`config.mk`:
```
export PLATFORM = sky130hd
export DESIGN_NAME = square_voice_decay_mixer_unit_flat
export DESIGN_NICKNAME = d
export VERILOG_FILES = /design/src/rtl/core/svd_pkg.sv /design/src/rtl/core/svd_in_if.sv /design/src/rtl/core/svd_out_if.sv /design/src/rtl/core/svd_cfg_if.sv /design/src/rtl/core/svd_phase_div.sv /design/src/rtl/core/square_voice_decay_mixer_unit.sv /design/src/flat_wrapper.sv
export SDC_FILE = /design/constraint.sdc
export NUM_CORES = 2
export LEC_CHECK = 0
export ABC_AREA = 1
export ABC_CLOCK_PERIOD_IN_PS = 9300
export BUFFER_PORTS_ARGS = -buffer_cell sky130_fd_sc_hd__buf_2
export CORE_UTILIZATION = 55
export CTS_BUF_LIST = sky130_fd_sc_hd__clkbuf_8
export CTS_CLUSTER_SIZE = 10
export DETAILED_ROUTE_END_ITERATION = 8
export HOLD_SLACK_MARGIN = 0.06
export PLACE_DENSITY = 0.74
export SYNTH_ARGS = -nofsm -noshare
export SYNTH_HDL_FRONTEND = slang
export SYNTH_SLANG_ARGS = --single-unit
```
`constraint.sdc`:
```
create_clock -name clk -period 9.3 [get_ports clk]
set_input_delay 0.93 -clock clk [delete_from_list [all_inputs] [get_ports clk]]
set_output_delay 0.93 -clock clk [all_outputs]
set_load 0.1 [all_outputs]
```
`src/rtl/core/svd_pkg.sv`:
```
`timescale 1ns / 1ps
// ----------------------------------------------------------------------------
// svd_pkg
// Widths, register indexes and shared types of the square voice decay mixer.
// ----------------------------------------------------------------------------
package svd_pkg;

    localparam int SAMPLE_BITS_DEF = 16;

    localparam int PERIOD_W   = 24;
    localparam int LEN_W      = 20;
    localparam int AMP_W      = 15;
    localparam int STEP_W     = 24;
    localparam int ENV_W      = 25;
    localparam int ENV_FRAC   = 24;
    localparam int PHASE_W    = 24;
    localparam int CONTRIB_W  = AMP_W + ENV_W - ENV_FRAC;
    localparam int CFG_IDX_W  = 8;
    localparam int CFG_DATA_W = 24;

    // remainder unit walks one dividend bit per cycle
    localparam int DIV_STEPS  = PHASE_W + 1;
    localparam int DIV_CNT_W  = $clog2(DIV_STEPS + 1);

    localparam logic [ENV_W-1:0]   ENV_ONE    = ENV_W'(1) << ENV_FRAC;
    localparam logic [PHASE_W:0]   PHASE_STEP = (PHASE_W + 1)'(256);

    typedef enum logic [CFG_IDX_W-1:0] {
        CFG_PERIOD    = 8'd0,
        CFG_LENGTH    = 8'd1,
        CFG_AMPLITUDE = 8'd2,
        CFG_ENV_STEP  = 8'd3
    } cfg_reg_e;

    typedef struct packed {
        logic                start;
        logic [PHASE_W:0]    dividend;
        logic [PERIOD_W-1:0] divisor;
    } div_req_t;

    typedef struct packed {
        logic               busy;
        logic [PHASE_W-1:0] remainder;
    } div_rsp_t;

endpackage

```
`src/rtl/core/svd_in_if.sv`:
```
`timescale 1ns / 1ps
// ----------------------------------------------------------------------------
// svd_in_if
// Sample request channel into the mixer: note-start flag and buffer sample.
// ----------------------------------------------------------------------------
interface svd_in_if #(
    parameter int SAMPLE_BITS = svd_pkg::SAMPLE_BITS_DEF
);
    logic                          valid;
    logic                          ready;
    logic                          new_note;
    logic signed [SAMPLE_BITS-1:0] mix_in;

    modport source (output valid, output new_note, output mix_in, input ready);
    modport sink   (input valid, input new_note, input mix_in, output ready);
endinterface

```
`src/rtl/core/svd_out_if.sv`:
```
`timescale 1ns / 1ps
// ----------------------------------------------------------------------------
// svd_out_if
// Mixed sample channel out of the mixer with activity and clip flags.
// ----------------------------------------------------------------------------
interface svd_out_if #(
    parameter int SAMPLE_BITS = svd_pkg::SAMPLE_BITS_DEF
);
    logic                          valid;
    logic                          ready;
    logic signed [SAMPLE_BITS-1:0] mix_out;
    logic                          note_active;
    logic                          clipped;

    modport source (output valid, output mix_out, output note_active, output clipped,
                    input ready);
    modport sink   (input valid, input mix_out, input note_active, input clipped,
                    output ready);
endinterface

```
`src/rtl/core/svd_cfg_if.sv`:
```
`timescale 1ns / 1ps
// ----------------------------------------------------------------------------
// svd_cfg_if
// Register write channel: register index and write data.
// ----------------------------------------------------------------------------
interface svd_cfg_if;
    logic                            valid;
    logic                            ready;
    logic [svd_pkg::CFG_IDX_W-1:0]   index;
    logic [svd_pkg::CFG_DATA_W-1:0]  data;

    modport source (output valid, output index, output data, input ready);
    modport sink   (input valid, input index, input data, output ready);
endinterface

```
`src/rtl/core/svd_phase_div.sv`:
```
`timescale 1ns / 1ps
// ----------------------------------------------------------------------------
// svd_phase_div
// Bit-serial remainder unit: folds an advanced phase back below the period
// when a single subtract is not enough.
// ----------------------------------------------------------------------------
module svd_phase_div (
    input  logic              clk,
    input  logic              rst_n,
    input  svd_pkg::div_req_t req,
    output svd_pkg::div_rsp_t rsp
);
    import svd_pkg::*;

    localparam logic [DIV_CNT_W-1:0] STEPS = DIV_CNT_W'(DIV_STEPS);

    logic                 busy_reg,  busy_next;
    logic                 done_reg,  done_next;
    logic [DIV_CNT_W-1:0] cnt_reg,   cnt_next;
    logic [PHASE_W:0]     num_reg,   num_next;
    logic [PERIOD_W-1:0]  den_reg,   den_next;
    logic [PHASE_W-1:0]   rem_reg,   rem_next;

    logic [PHASE_W:0]     trial;
    logic [PHASE_W:0]     trial_sub;
    logic                 trial_ge;

    assign trial     = {rem_reg, num_reg[PHASE_W]};
    assign trial_ge  = trial >= {1'b0, den_reg};
    assign trial_sub = trial - {1'b0, den_reg};

    always_comb
    begin
        busy_next = busy_reg;
        done_next = 1'b0;
        cnt_next  = cnt_reg;
        num_next  = num_reg;
        den_next  = den_reg;
        rem_next  = rem_reg;
        if (req.start)
        begin
            busy_next = 1'b1;
            cnt_next  = STEPS;
            num_next  = req.dividend;
            den_next  = req.divisor;
            rem_next  = '0;
        end
        else if (busy_reg)
        begin
            rem_next = trial_ge ? trial_sub[PHASE_W-1:0] : trial[PHASE_W-1:0];
            num_next = {num_reg[PHASE_W-1:0], 1'b0};
            cnt_next = cnt_reg - DIV_CNT_W'(1);
            if (cnt_reg == DIV_CNT_W'(1))
            begin
                busy_next = 1'b0;
                done_next = 1'b1;
            end
        end
    end

    always_ff @(posedge clk or negedge rst_n)
    begin
        if (!rst_n)
        begin
            busy_reg <= 1'b0;
            done_reg <= 1'b0;
            cnt_reg  <= '0;
        end
        else
        begin
            busy_reg <= busy_next;
            done_reg <= done_next;
            cnt_reg  <= cnt_next;
        end
    end

    always_ff @(posedge clk)
    begin
        num_reg <= num_next;
        den_reg <= den_next;
        rem_reg <= rem_next;
    end

    // busy stays up through the cycle the remainder is handed over
    assign rsp.busy      = busy_reg | done_reg;
    assign rsp.remainder = rem_reg;

endmodule

```
`src/rtl/core/square_voice_decay_mixer_unit.sv`:
```
`timescale 1ns / 1ps
// throughput: one sample per cycle unless the receiver or the remainder unit stalls;
// the phase, count and envelope update in one pass
// a phase wrap needing more than one subtract of the period (period under one sample,
// or a period shrunk mid-note) holds the input while the serial remainder unit runs
// reset: period, length, amplitude and step clear to 0, count and phase to 0,
// envelope to 1.0, both pipeline registers empty
// ----------------------------------------------------------------------------
// square_voice_decay_mixer_unit
// Adds a decaying square-wave voice into a signed sample stream with saturation.
// ----------------------------------------------------------------------------
module square_voice_decay_mixer_unit #(
    parameter int SAMPLE_BITS = svd_pkg::SAMPLE_BITS_DEF
) (
    input  logic       clk,
    input  logic       rst_n,
    svd_in_if.sink     sample_in,
    svd_out_if.source  sample_out,
    svd_cfg_if.sink    cfg
);
    import svd_pkg::*;

    localparam int SUM_W = ((SAMPLE_BITS > CONTRIB_W) ? SAMPLE_BITS : CONTRIB_W) + 2;
    localparam logic signed [SUM_W-1:0] SMAX = SUM_W'((1 << (SAMPLE_BITS - 1)) - 1);
    localparam logic signed [SUM_W-1:0] SMIN = SUM_W'(-(1 << (SAMPLE_BITS - 1)));

    // configuration
    logic [PERIOD_W-1:0] period_reg;
    logic [LEN_W-1:0]    length_reg;
    logic [AMP_W-1:0]    amp_reg;
    logic [STEP_W-1:0]   step_reg;

    // input stage
    logic                          in_valid_reg, in_valid_next;
    logic                          in_new_note_reg;
    logic signed [SAMPLE_BITS-1:0] in_sample_reg;

    // result stage
    logic                          out_valid_reg, out_valid_next;
    logic signed [SAMPLE_BITS-1:0] out_sample_reg;
    logic                          out_active_reg;
    logic                          out_clip_reg;

    // voice state
    logic [LEN_W-1:0]   count_reg, count_next;
    logic [PHASE_W-1:0] phase_reg, phase_next;
    logic [ENV_W-1:0]   env_reg,   env_next;

    logic               advance;
    logic               div_hold;
    div_req_t           div_req;
    div_rsp_t           div_rsp;

    logic [LEN_W-1:0]           cur_count;
    logic [PHASE_W-1:0]         cur_phase;
    logic [ENV_W-1:0]           cur_env;
    logic                       active;
    logic                       positive;
    logic [AMP_W+ENV_W-1:0]     product;
    logic [CONTRIB_W-1:0]       contrib;
    logic signed [SUM_W-1:0]    x_ext;
    logic signed [SUM_W-1:0]    c_ext;
    logic signed [SUM_W-1:0]    sum;
    logic signed [SAMPLE_BITS-1:0] mix_y;
    logic                       clip;
    logic [PHASE_W:0]           phase_inc;
    logic [PHASE_W:0]           period_ext;
    logic [PHASE_W:0]           wrap_diff;
    logic [PHASE_W-1:0]         phase_wrapped;
    logic                       need_div;

    // ------------------------------------------------------------------ config
    assign cfg.ready = 1'b1;

    always_ff @(posedge clk or negedge rst_n)
    begin
        if (!rst_n)
        begin
            period_reg <= '0;
            length_reg <= '0;
            amp_reg    <= '0;
            step_reg   <= '0;
        end
        else if (cfg.valid)
        begin
            unique case (cfg.index)
                CFG_PERIOD:    period_reg <= cfg.data[PERIOD_W-1:0];
                CFG_LENGTH:    length_reg <= cfg.data[LEN_W-1:0];
                CFG_AMPLITUDE: amp_reg    <= cfg.data[AMP_W-1:0];
                CFG_ENV_STEP:  step_reg   <= cfg.data[STEP_W-1:0];
                default:       ;
            endcase
        end
    end

    // ------------------------------------------------------------------ handshake
    assign div_hold        = div_rsp.busy;
    assign advance         = in_valid_reg && (!out_valid_reg || sample_out.ready) && !div_hold;
    assign sample_in.ready = !in_valid_reg || advance;

    always_comb
    begin
        in_valid_next = in_valid_reg;
        if (sample_in.ready)
        begin
            in_valid_next = sample_in.valid;
        end
        out_valid_next = out_valid_reg;
        if (advance)
        begin
            out_valid_next = 1'b1;
        end
        else if (sample_out.ready)
        begin
            out_valid_next = 1'b0;
        end
    end

    // ------------------------------------------------------------------ voice datapath
    // a note start overrides the stored state before this sample is mixed
    assign cur_count = in_new_note_reg ? '0 : count_reg;
    assign cur_phase = in_new_note_reg ? '0 : phase_reg;
    assign cur_env   = in_new_note_reg ? ENV_ONE : env_reg;

    assign active   = (period_reg != '0) && (cur_count < length_reg);
    assign positive = {cur_phase, 1'b0} < {1'b0, period_reg};

    assign product = (AMP_W + ENV_W)'(amp_reg) * (AMP_W + ENV_W)'(cur_env);
    assign contrib = product[AMP_W+ENV_W-1:ENV_FRAC];

    assign x_ext = SUM_W'(in_sample_reg);
    assign c_ext = $signed({{(SUM_W - CONTRIB_W){1'b0}}, contrib});
    assign sum   = positive ? (x_ext + c_ext) : (x_ext - c_ext);

    always_comb
    begin
        clip  = 1'b0;
        mix_y = in_sample_reg;
        if (active)
        begin
            if (sum > SMAX)
            begin
                clip  = 1'b1;
                mix_y = SMAX[SAMPLE_BITS-1:0];
            end
            else if (sum < SMIN)
            begin
                clip  = 1'b1;
                mix_y = SMIN[SAMPLE_BITS-1:0];
            end
            else
            begin
                mix_y = sum[SAMPLE_BITS-1:0];
            end
        end
    end

    // phase wraps with one subtract; anything further goes to the remainder unit
    assign phase_inc  = {1'b0, cur_phase} + PHASE_STEP;
    assign period_ext = {1'b0, period_reg};
    assign wrap_diff  = phase_inc - period_ext;

    always_comb
    begin
        need_div      = 1'b0;
        phase_wrapped = phase_inc[PHASE_W-1:0];
        if (phase_inc >= period_ext)
        begin
            phase_wrapped = wrap_diff[PHASE_W-1:0];
            if (wrap_diff >= period_ext)
            begin
                need_div = 1'b1;
            end
        end
    end

    always_comb
    begin
        count_next = count_reg;
        phase_next = phase_reg;
        env_next   = env_reg;
        if (advance)
        begin
            count_next = cur_count;
            phase_next = cur_phase;
            env_next   = cur_env;
            if (active)
            begin
                count_next = cur_count + LEN_W'(1);
                env_next   = (cur_env > {1'b0, step_reg}) ? (cur_env - {1'b0, step_reg}) : '0;
                if (!need_div)
                begin
                    phase_next = phase_wrapped;
                end
            end
        end
        else if (div_rsp.busy && !div_req.start)
        begin
            phase_next = div_rsp.remainder;
        end
    end

    assign div_req.start    = advance && active && need_div;
    assign div_req.dividend = phase_inc;
    assign div_req.divisor  = period_reg;

    svd_phase_div u_phase_div (
        .clk   (clk),
        .rst_n (rst_n),
        .req   (div_req),
        .rsp   (div_rsp)
    );

    // ------------------------------------------------------------------ registers
    always_ff @(posedge clk or negedge rst_n)
    begin
        if (!rst_n)
        begin
            in_valid_reg  <= 1'b0;
            out_valid_reg <= 1'b0;
            count_reg     <= '0;
            phase_reg     <= '0;
            env_reg       <= ENV_ONE;
        end
        else
        begin
            in_valid_reg  <= in_valid_next;
            out_valid_reg <= out_valid_next;
            count_reg     <= count_next;
            phase_reg     <= phase_next;
            env_reg       <= env_next;
        end
    end

    always_ff @(posedge clk)
    begin
        if (sample_in.ready)
        begin
            in_new_note_reg <= sample_in.new_note;
            in_sample_reg   <= sample_in.mix_in;
        end
        if (advance)
        begin
            out_sample_reg <= mix_y;
            out_active_reg <= active;
            out_clip_reg   <= clip;
        end
    end

    assign sample_out.valid       = out_valid_reg;
    assign sample_out.mix_out     = out_sample_reg;
    assign sample_out.note_active = out_active_reg;
    assign sample_out.clipped     = out_clip_reg;

endmodule

```
`src/flat_wrapper.sv`:
```
// flat-port wrapper written by rule: the top's interface ports become plain ports
module square_voice_decay_mixer_unit_flat import svd_pkg::*;
#(
    parameter int SAMPLE_BITS = svd_pkg::SAMPLE_BITS_DEF
)
  (clk, rst_n, sample_in_valid, sample_in_new_note, sample_in_mix_in, sample_in_ready, sample_out_valid, sample_out_mix_out, sample_out_note_active, sample_out_clipped, sample_out_ready, cfg_valid, cfg_index, cfg_data, cfg_ready);
  svd_in_if #(.SAMPLE_BITS(SAMPLE_BITS)) sample_in_i ();
  svd_out_if #(.SAMPLE_BITS(SAMPLE_BITS)) sample_out_i ();
  svd_cfg_if cfg_i ();
  input  logic clk;
  input  logic rst_n;
  input wire logic [$bits(sample_in_i.valid)-1:0] sample_in_valid;
  input wire logic [$bits(sample_in_i.new_note)-1:0] sample_in_new_note;
  input wire logic [$bits(sample_in_i.mix_in)-1:0] sample_in_mix_in;
  output wire logic [$bits(sample_in_i.ready)-1:0] sample_in_ready;
  output wire logic [$bits(sample_out_i.valid)-1:0] sample_out_valid;
  output wire logic [$bits(sample_out_i.mix_out)-1:0] sample_out_mix_out;
  output wire logic [$bits(sample_out_i.note_active)-1:0] sample_out_note_active;
  output wire logic [$bits(sample_out_i.clipped)-1:0] sample_out_clipped;
  input wire logic [$bits(sample_out_i.ready)-1:0] sample_out_ready;
  input wire logic [$bits(cfg_i.valid)-1:0] cfg_valid;
  input wire logic [$bits(cfg_i.index)-1:0] cfg_index;
  input wire logic [$bits(cfg_i.data)-1:0] cfg_data;
  output wire logic [$bits(cfg_i.ready)-1:0] cfg_ready;
  assign sample_in_i.valid = sample_in_valid;
  assign sample_in_i.new_note = sample_in_new_note;
  assign sample_in_i.mix_in = sample_in_mix_in;
  assign sample_in_ready = sample_in_i.ready;
  assign sample_out_valid = sample_out_i.valid;
  assign sample_out_mix_out = sample_out_i.mix_out;
  assign sample_out_note_active = sample_out_i.note_active;
  assign sample_out_clipped = sample_out_i.clipped;
  assign sample_out_i.ready = sample_out_ready;
  assign cfg_i.valid = cfg_valid;
  assign cfg_i.index = cfg_index;
  assign cfg_i.data = cfg_data;
  assign cfg_ready = cfg_i.ready;
  square_voice_decay_mixer_unit #(.SAMPLE_BITS(SAMPLE_BITS)) u_core (.clk(clk), .rst_n(rst_n), .sample_in(sample_in_i), .sample_out(sample_out_i), .cfg(cfg_i));
endmodule
```
Yosys cells after proc, flatten, opt, wreduce, memory -nomap -nowiden
Cells that the tools add are included.
{"block": "classes", "bitwise_logic": 1, "n_mux": 32, "n_reduce_logical": 21, "n_mul": 1, "n_eq_ne": 4, "order_cmp": 8, "addsub": 8}
{"cell": "2-to-1 mux 24 bit", "count": 7}
{"cell": "2-to-1 mux 25 bit", "count": 5}
{"cell": "greater-or-equal comparator 25 x 24 -> 1 bit", "count": 3}
{"cell": "subtractor 25 x 24 -> 25 bit", "count": 2}
{"cell": "2-to-1 mux 16 bit", "count": 3}
{"cell": "multiplier 15 x 25 -> 40 bit", "count": 1}
{"cell": "2-to-1 mux 20 bit", "count": 2}
{"cell": "adder 24 x 9 -> 25 bit (second input constant)", "count": 1}
{"cell": "greater-than comparator 25 x 24 -> 1 bit", "count": 1}
{"cell": "less-than comparator 25 x 24 -> 1 bit", "count": 1}
{"cell": "nonzero test 24 bit", "count": 1}
{"cell": "subtractor 24 bit", "count": 1}
{"cell": "adder 20 x 1 -> 20 bit (second input constant)", "count": 1}
{"cell": "less-than comparator 20 bit", "count": 1}
{"cell": "adder 16 x 17 -> 18 bit", "count": 1}
{"cell": "greater-than comparator 18 x 16 -> 1 bit (second input constant)", "count": 1}
{"cell": "less-than comparator 18 x 16 -> 1 bit (second input constant)", "count": 1}
{"cell": "2-to-1 mux 18 bit", "count": 1}
{"cell": "subtractor 16 x 17 -> 18 bit", "count": 1}
{"cell": "== test 8 x 2 -> 1 bit (second input constant)", "count": 2}
{"cell": "2-to-1 mux 1 bit", "count": 12}
{"cell": "2-to-1 mux 5 bit", "count": 2}
{"cell": "== test 8 x 1 -> 1 bit (second input constant)", "count": 1}
{"cell": "logical NOT 8 bit", "count": 1}
{"cell": "8 further kinds", "count": 22}
{"block": "totals", "register_bits": 269, "word_cells": 95, "inputBits": 54}

Logic depth before layout (Yosys ltp)
{"block": "logic_depth", "word_depth": 11, "depth_mapped": 58, "mapped_depth_nobuf": 53}

Cells and area by module
Synthesis repeated with hierarchy kept, for this count alone.
{"block": "unflattened", "cells_unflattened": 4157, "hier_area_um2": 31162.4}
{"module": "square_voice_decay_mixer_unit", "area_per_inst_um2": 25849.8, "instances": 1, "cells_each": 3431}
{"module": "svd_phase_div", "area_per_inst_um2": 5312.6, "instances": 1, "cells_each": 726}

Worst setup path before layout
No wires, ideal clock.
{"block": "synth_timing", "path_kind": "register -> register", "start": "register u_core.in_new_note_reg", "end": "register u_core.out_sample_reg[11], in the netlist u_core.sample_out.mix_out[11] (data pin)", "path_stages_with_launch": 51, "setup_slack_ps": 255, "arrival_time_ps": 8793, "synth_period_minus_slack_ps": 9045, "setup_time_ps": 252, "cell_sequence": "edfxtp_1 buf_6 clkbuf_1 clkbuf_1 buf_1 nor2_1 clkinv_1 nor2_1 fa_1 fa_1 fa_1 fa_1 fa_1 inv_1 fa_1 inv_1 ha_1 nand2_1 (+15 left out) nand3_1 nand2_1 inv_1 ha_1 nand2_1 nor3_1 nor3b_1 nand4_1 nand3_1 xor2_1 inv_1 nand4_4 nand2_2 nand2_4 buf_8 nand2_1 nand2_1 nand2_1"}
{"block": "synth_between", "elab_chain_len": 8, "elab_cells_between_ends": 15, "cone_classes": "add/sub (2); mul (1); order compare (4); mux (7); reduce/logical (1)"}
{"item": "from (decl)", "line_no": "square_voice_decay_mixer_unit.sv:35", "source": "logic in_new_note_reg;"}
{"item": "from (signal assigned)", "line_no": "square_voice_decay_mixer_unit.sv:239", "source": "in_new_note_reg <= sample_in.new_note;"}
{"item": "2-to-1 mux 25 bit", "line_no": "square_voice_decay_mixer_unit.sv:123", "source": "assign cur_env = in_new_note_reg ? ENV_ONE : env_reg;"}
{"item": "multiplier 15 x 25 -> 40 bit", "line_no": "square_voice_decay_mixer_unit.sv:128", "source": "assign product = (AMP_W + ENV_W)'(amp_reg) * (AMP_W + ENV_W)'(cur_env);"}
{"item": "subtractor 16 x 17 -> 18 bit / adder 16 x 17 -> 18 bit (equally long branches)", "line_no": "square_voice_decay_mixer_unit.sv:133", "source": "assign sum = positive ? (x_ext + c_ext) : (x_ext - c_ext);"}
{"item": "2-to-1 mux 18 bit", "line_no": "square_voice_decay_mixer_unit.sv:133"}
{"item": "less-than comparator 18 x 16 -> 1 bit", "line_no": "square_voice_decay_mixer_unit.sv:146", "source": "else if (sum < SMIN)"}
{"item": "2-to-1 mux 16 bit", "line_no": "square_voice_decay_mixer_unit.sv:146"}
{"item": "2-to-1 mux 16 bit", "line_no": "square_voice_decay_mixer_unit.sv:141", "source": "if (sum > SMAX)"}
{"item": "2-to-1 mux 16 bit (*)", "line_no": "square_voice_decay_mixer_unit.sv:139", "source": "if (active)"}
{"item": "via u_core.mix_y[11]", "line_no": "square_voice_decay_mixer_unit.sv:64", "source": "logic signed [SAMPLE_BITS-1:0] mix_y;"}
{"item": "to (signal assigned)", "line_no": "square_voice_decay_mixer_unit.sv:244", "source": "out_sample_reg <= mix_y;"}
{"item": "to (decl)", "line_no": "square_voice_decay_mixer_unit.sv:40", "source": "logic signed [SAMPLE_BITS-1:0] out_sample_reg;"}
The timed path passes the listed nets; every way through them passes the cells marked *.
A chain may end at the register's enable or synchronous reset.

Worst setup path after layout
{"block": "layout_timing", "start": "register u_core.in_new_note_reg", "end": "register u_core.out_sample_reg[8], in the netlist u_core.sample_out.mix_out[8] (data pin)"}
The elaborated chain is that of the path after synthesis.

==> out/results.ini <==
[clocking]
clock-sinks = 269
clk_latency_ns = 0.66
cts_buffers = 51
cts_tree = yes
clk_path_buf_depth = 3
cts.clk_slew.worst_paths_ns = 0.07
cts_hold_buf = 0
ctsRootBufferMaster = clkbuf_8
ctsHtreeMaxLevel = 2

[placed_design]
routabilityCongestion = 0.9971
dp_hpwl_um = 72330
postPlaceCellArea_um2 = 32420
io_buffers = 73
post-place-cells = 4858

[floorplan]
num_rows = 86
initial_core_util_pct = 55.56
core_area_um2 = 54990
chipWidth_um = 237.7
dieArea_um2 = 56490
die_y_um = 237.7
io_pins = 75

[pwr]
pwr-share-clk_pct = 10.1
internal-power_mw = 5.274
ir_drop_mv = 0.5495
netSwitchingFraction_pct = 54.04
p_comb_share_pct = 72.8
p_per_area_nw_per_um2 = 340.3
p_leak_nw = 17.42
power_switching_mw = 6.201
seqPwrFrac_pct = 17.1

[status]
status = completed

[detailed_routing]
route.vias.total = 26980
drc = 0
ant_nets = 0
postRouteWirelength_um = 89750
drt_iter0_markers = 2298
first_pass_iters = 8
post_drt_wl_per_cell_um = 18.07
vias_per_cell = 5.432

[timing]
rsz0062_at_grt = yes
holdWs_ns = 0.3737
slew_headroom_pct = 21.40
post-route-period-util_pct = 95.10
min_period_ns = 8.844
finalMaxSlewViolations = 0
tightest_slew_ns = 1.176
max_freq_mhz = 113.1
setup_viol = 0
fin_skew_ns = 0.04342
finalSetupTns_ns = 0
finalHoldViolCount = 0

[cells_and_area]
stdcell_area_um2 = 33720
nNetsFinal = 4784
area_growth_pct = 10.40
multi_input_area_um2 = 20180
layoutNonFillerInstCount = 4966
drive_gt1_share_pct = 9.853
seqCellArea_um2 = 7033
n_fill_cell = 4951
final_core_util_pct = 61.33

[synthesis]
seq_area_frac_synth_pct = 23.02
ys_seq_elements = 269
netlist_area_um2 = 30550
synth_ff_type = dfrtp_1
ys_types = 64
ys_warn_count = 0
synth_edf_count = 84
synthCells = 4014
synth_fp_nets = 4629
synthArstFlopShare_pct = 59.85
avgSynthCellArea_um2 = 7.610

[setup_path]
r2r.worst_path.cells = 42
r2r_end = u_core.sample_out.mix_out[8]$_DFFE_PP_
worst_ep_arrival_time_ns = 9.23
start_kind = register
critPathMaxFanout = 8
cp_slowest_cell = fa_1
timing.rr.start = u_core.in_new_note_reg$_DFFE_PP_
crit_required_ns = 9.68
regToRegSetupSlack_ns = 0.46
endpoint_kind = register
criticalPathCategory = reg -> reg
slowest_delay_ns = 0.56

[global_route]
grt_overflow = 0
grt_max_degree = 99
grt_pass1_wl_um = 144600
grt_pass1_vias = 27140
antenna_found_initial = 10
grt_usage_pct = 32.85

[min_path]
min_path_type = in -> async

[run]
drv_cap = 0

[timing repair]
action | CTS | global route
buffers inserted | 0 | 5
gates resized for setup | 0 | 74
setup endpoints to repair | 0 | 17
[cell usage in the layout, fill, tap and decap left out, types with 24 or more instances in the layout]
cell,instances
xor2_1,88
nand2_1,910
edfxtp_1,84
clkbuf_8,62
nor2_2,25
xnor2_1,33
buf_2,72
a21oi_1,227
buf_4,142
dfrtp_1,160
fa_1,299
nor3_1,27
ha_1,259
o21ai_0,215
inv_1,781
nor2_1,366
nand4_1,34
dfxtp_1,24
nand3_1,110
[cell type report]
class	instances	share of cell area [%]
Multi-Input combinational cell	2828	59.84
Antenna cell	6	0.04452
Timing Repair Buffer	222	4.549
Inverter	797	8.930
Tap cell	748	2.775
Sequential cell	269	20.85
Clock inverter	34	0.4749
Clock buffer	62	2.530
[cell usage after synthesis (all sizes together), types with 15 or more instances]
library cell	n	area, µm²
fa	300	6006
nand3	114	598.1
ha	261	3266
buf	28	186.4
edfxtp	84	2522
dfxtp	24	480.5
xnor2	33	289.0
nand4	35	234.0
a22oi	19	142.6
nor4	16	100.1
inv	790	2970
dfrtp	160	4004
nand2	929	3537
nor3	29	150.1
xor2	88	770.7
clkbuf	93	351.6
a21oi	233	1166
o21ai	228	1149
a21boi	17	127.6
a31oi	15	93.84
nor2	403	1567
[how the worst max path moves through the flow]
stage / start / to / slack (ns) / depth (start not counted)
floorplan: u_core.in_new_note_reg$_DFFE_PP_ / u_core.sample_out.mix_out[11]$_DFFE_PP_ / 0.26 / 50
global placement: u_core.in_new_note_reg$_DFFE_PP_ / u_core.sample_out.mix_out[14]$_DFFE_PP_ / 0.29 / 42
detailed placement: u_core.in_new_note_reg$_DFFE_PP_ / u_core.sample_out.mix_out[13]$_DFFE_PP_ / 0.23 / 49
CTS: u_core.in_new_note_reg$_DFFE_PP_ / u_core.sample_out.mix_out[0]$_DFFE_PP_ / 0.20 / 49
global route: u_core.in_new_note_reg$_DFFE_PP_ / u_core.sample_out.mix_out[5]$_DFFE_PP_ / -0.01 / 50
finish: u_core.in_new_note_reg$_DFFE_PP_ / u_core.sample_out.mix_out[8]$_DFFE_PP_ / 0.46 / 42
[per-stage QoR]
step                power (mW)  worst slack (ns)
floorplan                7.821            0.2551
global placement         9.850            0.2854
detailed placement       9.925            0.2252
CTS                      11.15            0.2014
global route             12.51          -0.01323
finish                   11.47            0.4557
[critical path: cells and delay by family (launching register included)]
family                     cells  cell delay, ns
adders and majority gates      8            3.79
xor gates and xnor gates       2            0.29
DFF                            1            0.42
buffers and inverters          9            0.96
and+or+nand+nor               21            2.53
AOI/OAI and AO/OA              2            0.58
[power by group through the flow]
stage / sequential, mW / clock (mW) / combinational (mW)
after floorplan: 2.20 / 0 / 5.62
after global placement: 1.97 / 0 / 7.88
after detailed placement: 1.97 / 0 / 7.96
after CTS: 1.95 / 1.18 / 8.02
after global routing: 1.99 / 1.23 / 9.29
final: 1.96 / 1.16 / 8.36
[cells by family after synthesis]
group                    Yosys count  share of synthesized area (%)
adder cells (fa/ha/maj)          561                          30.35
other                              1                        0.01228
AND/OR/NAND/NOR                 1551                          20.80
AO/OA/AOI/OAI                    593                          10.78
XOR/XNOR                         121                          3.469
flip-flops                       269                          23.02
buffers and inverters            918                          11.57
[layer usage]
layer	GRT usage [%]	part of all wire, %	vias up
met1	41.65	41	12840
li1	-	-	12860
met5	0	0.098	-
met2	54.72	47	1035
met3	6.399	7.8	227
met4	13.92	4.3	14
Power figures use the tool's default switching activity.
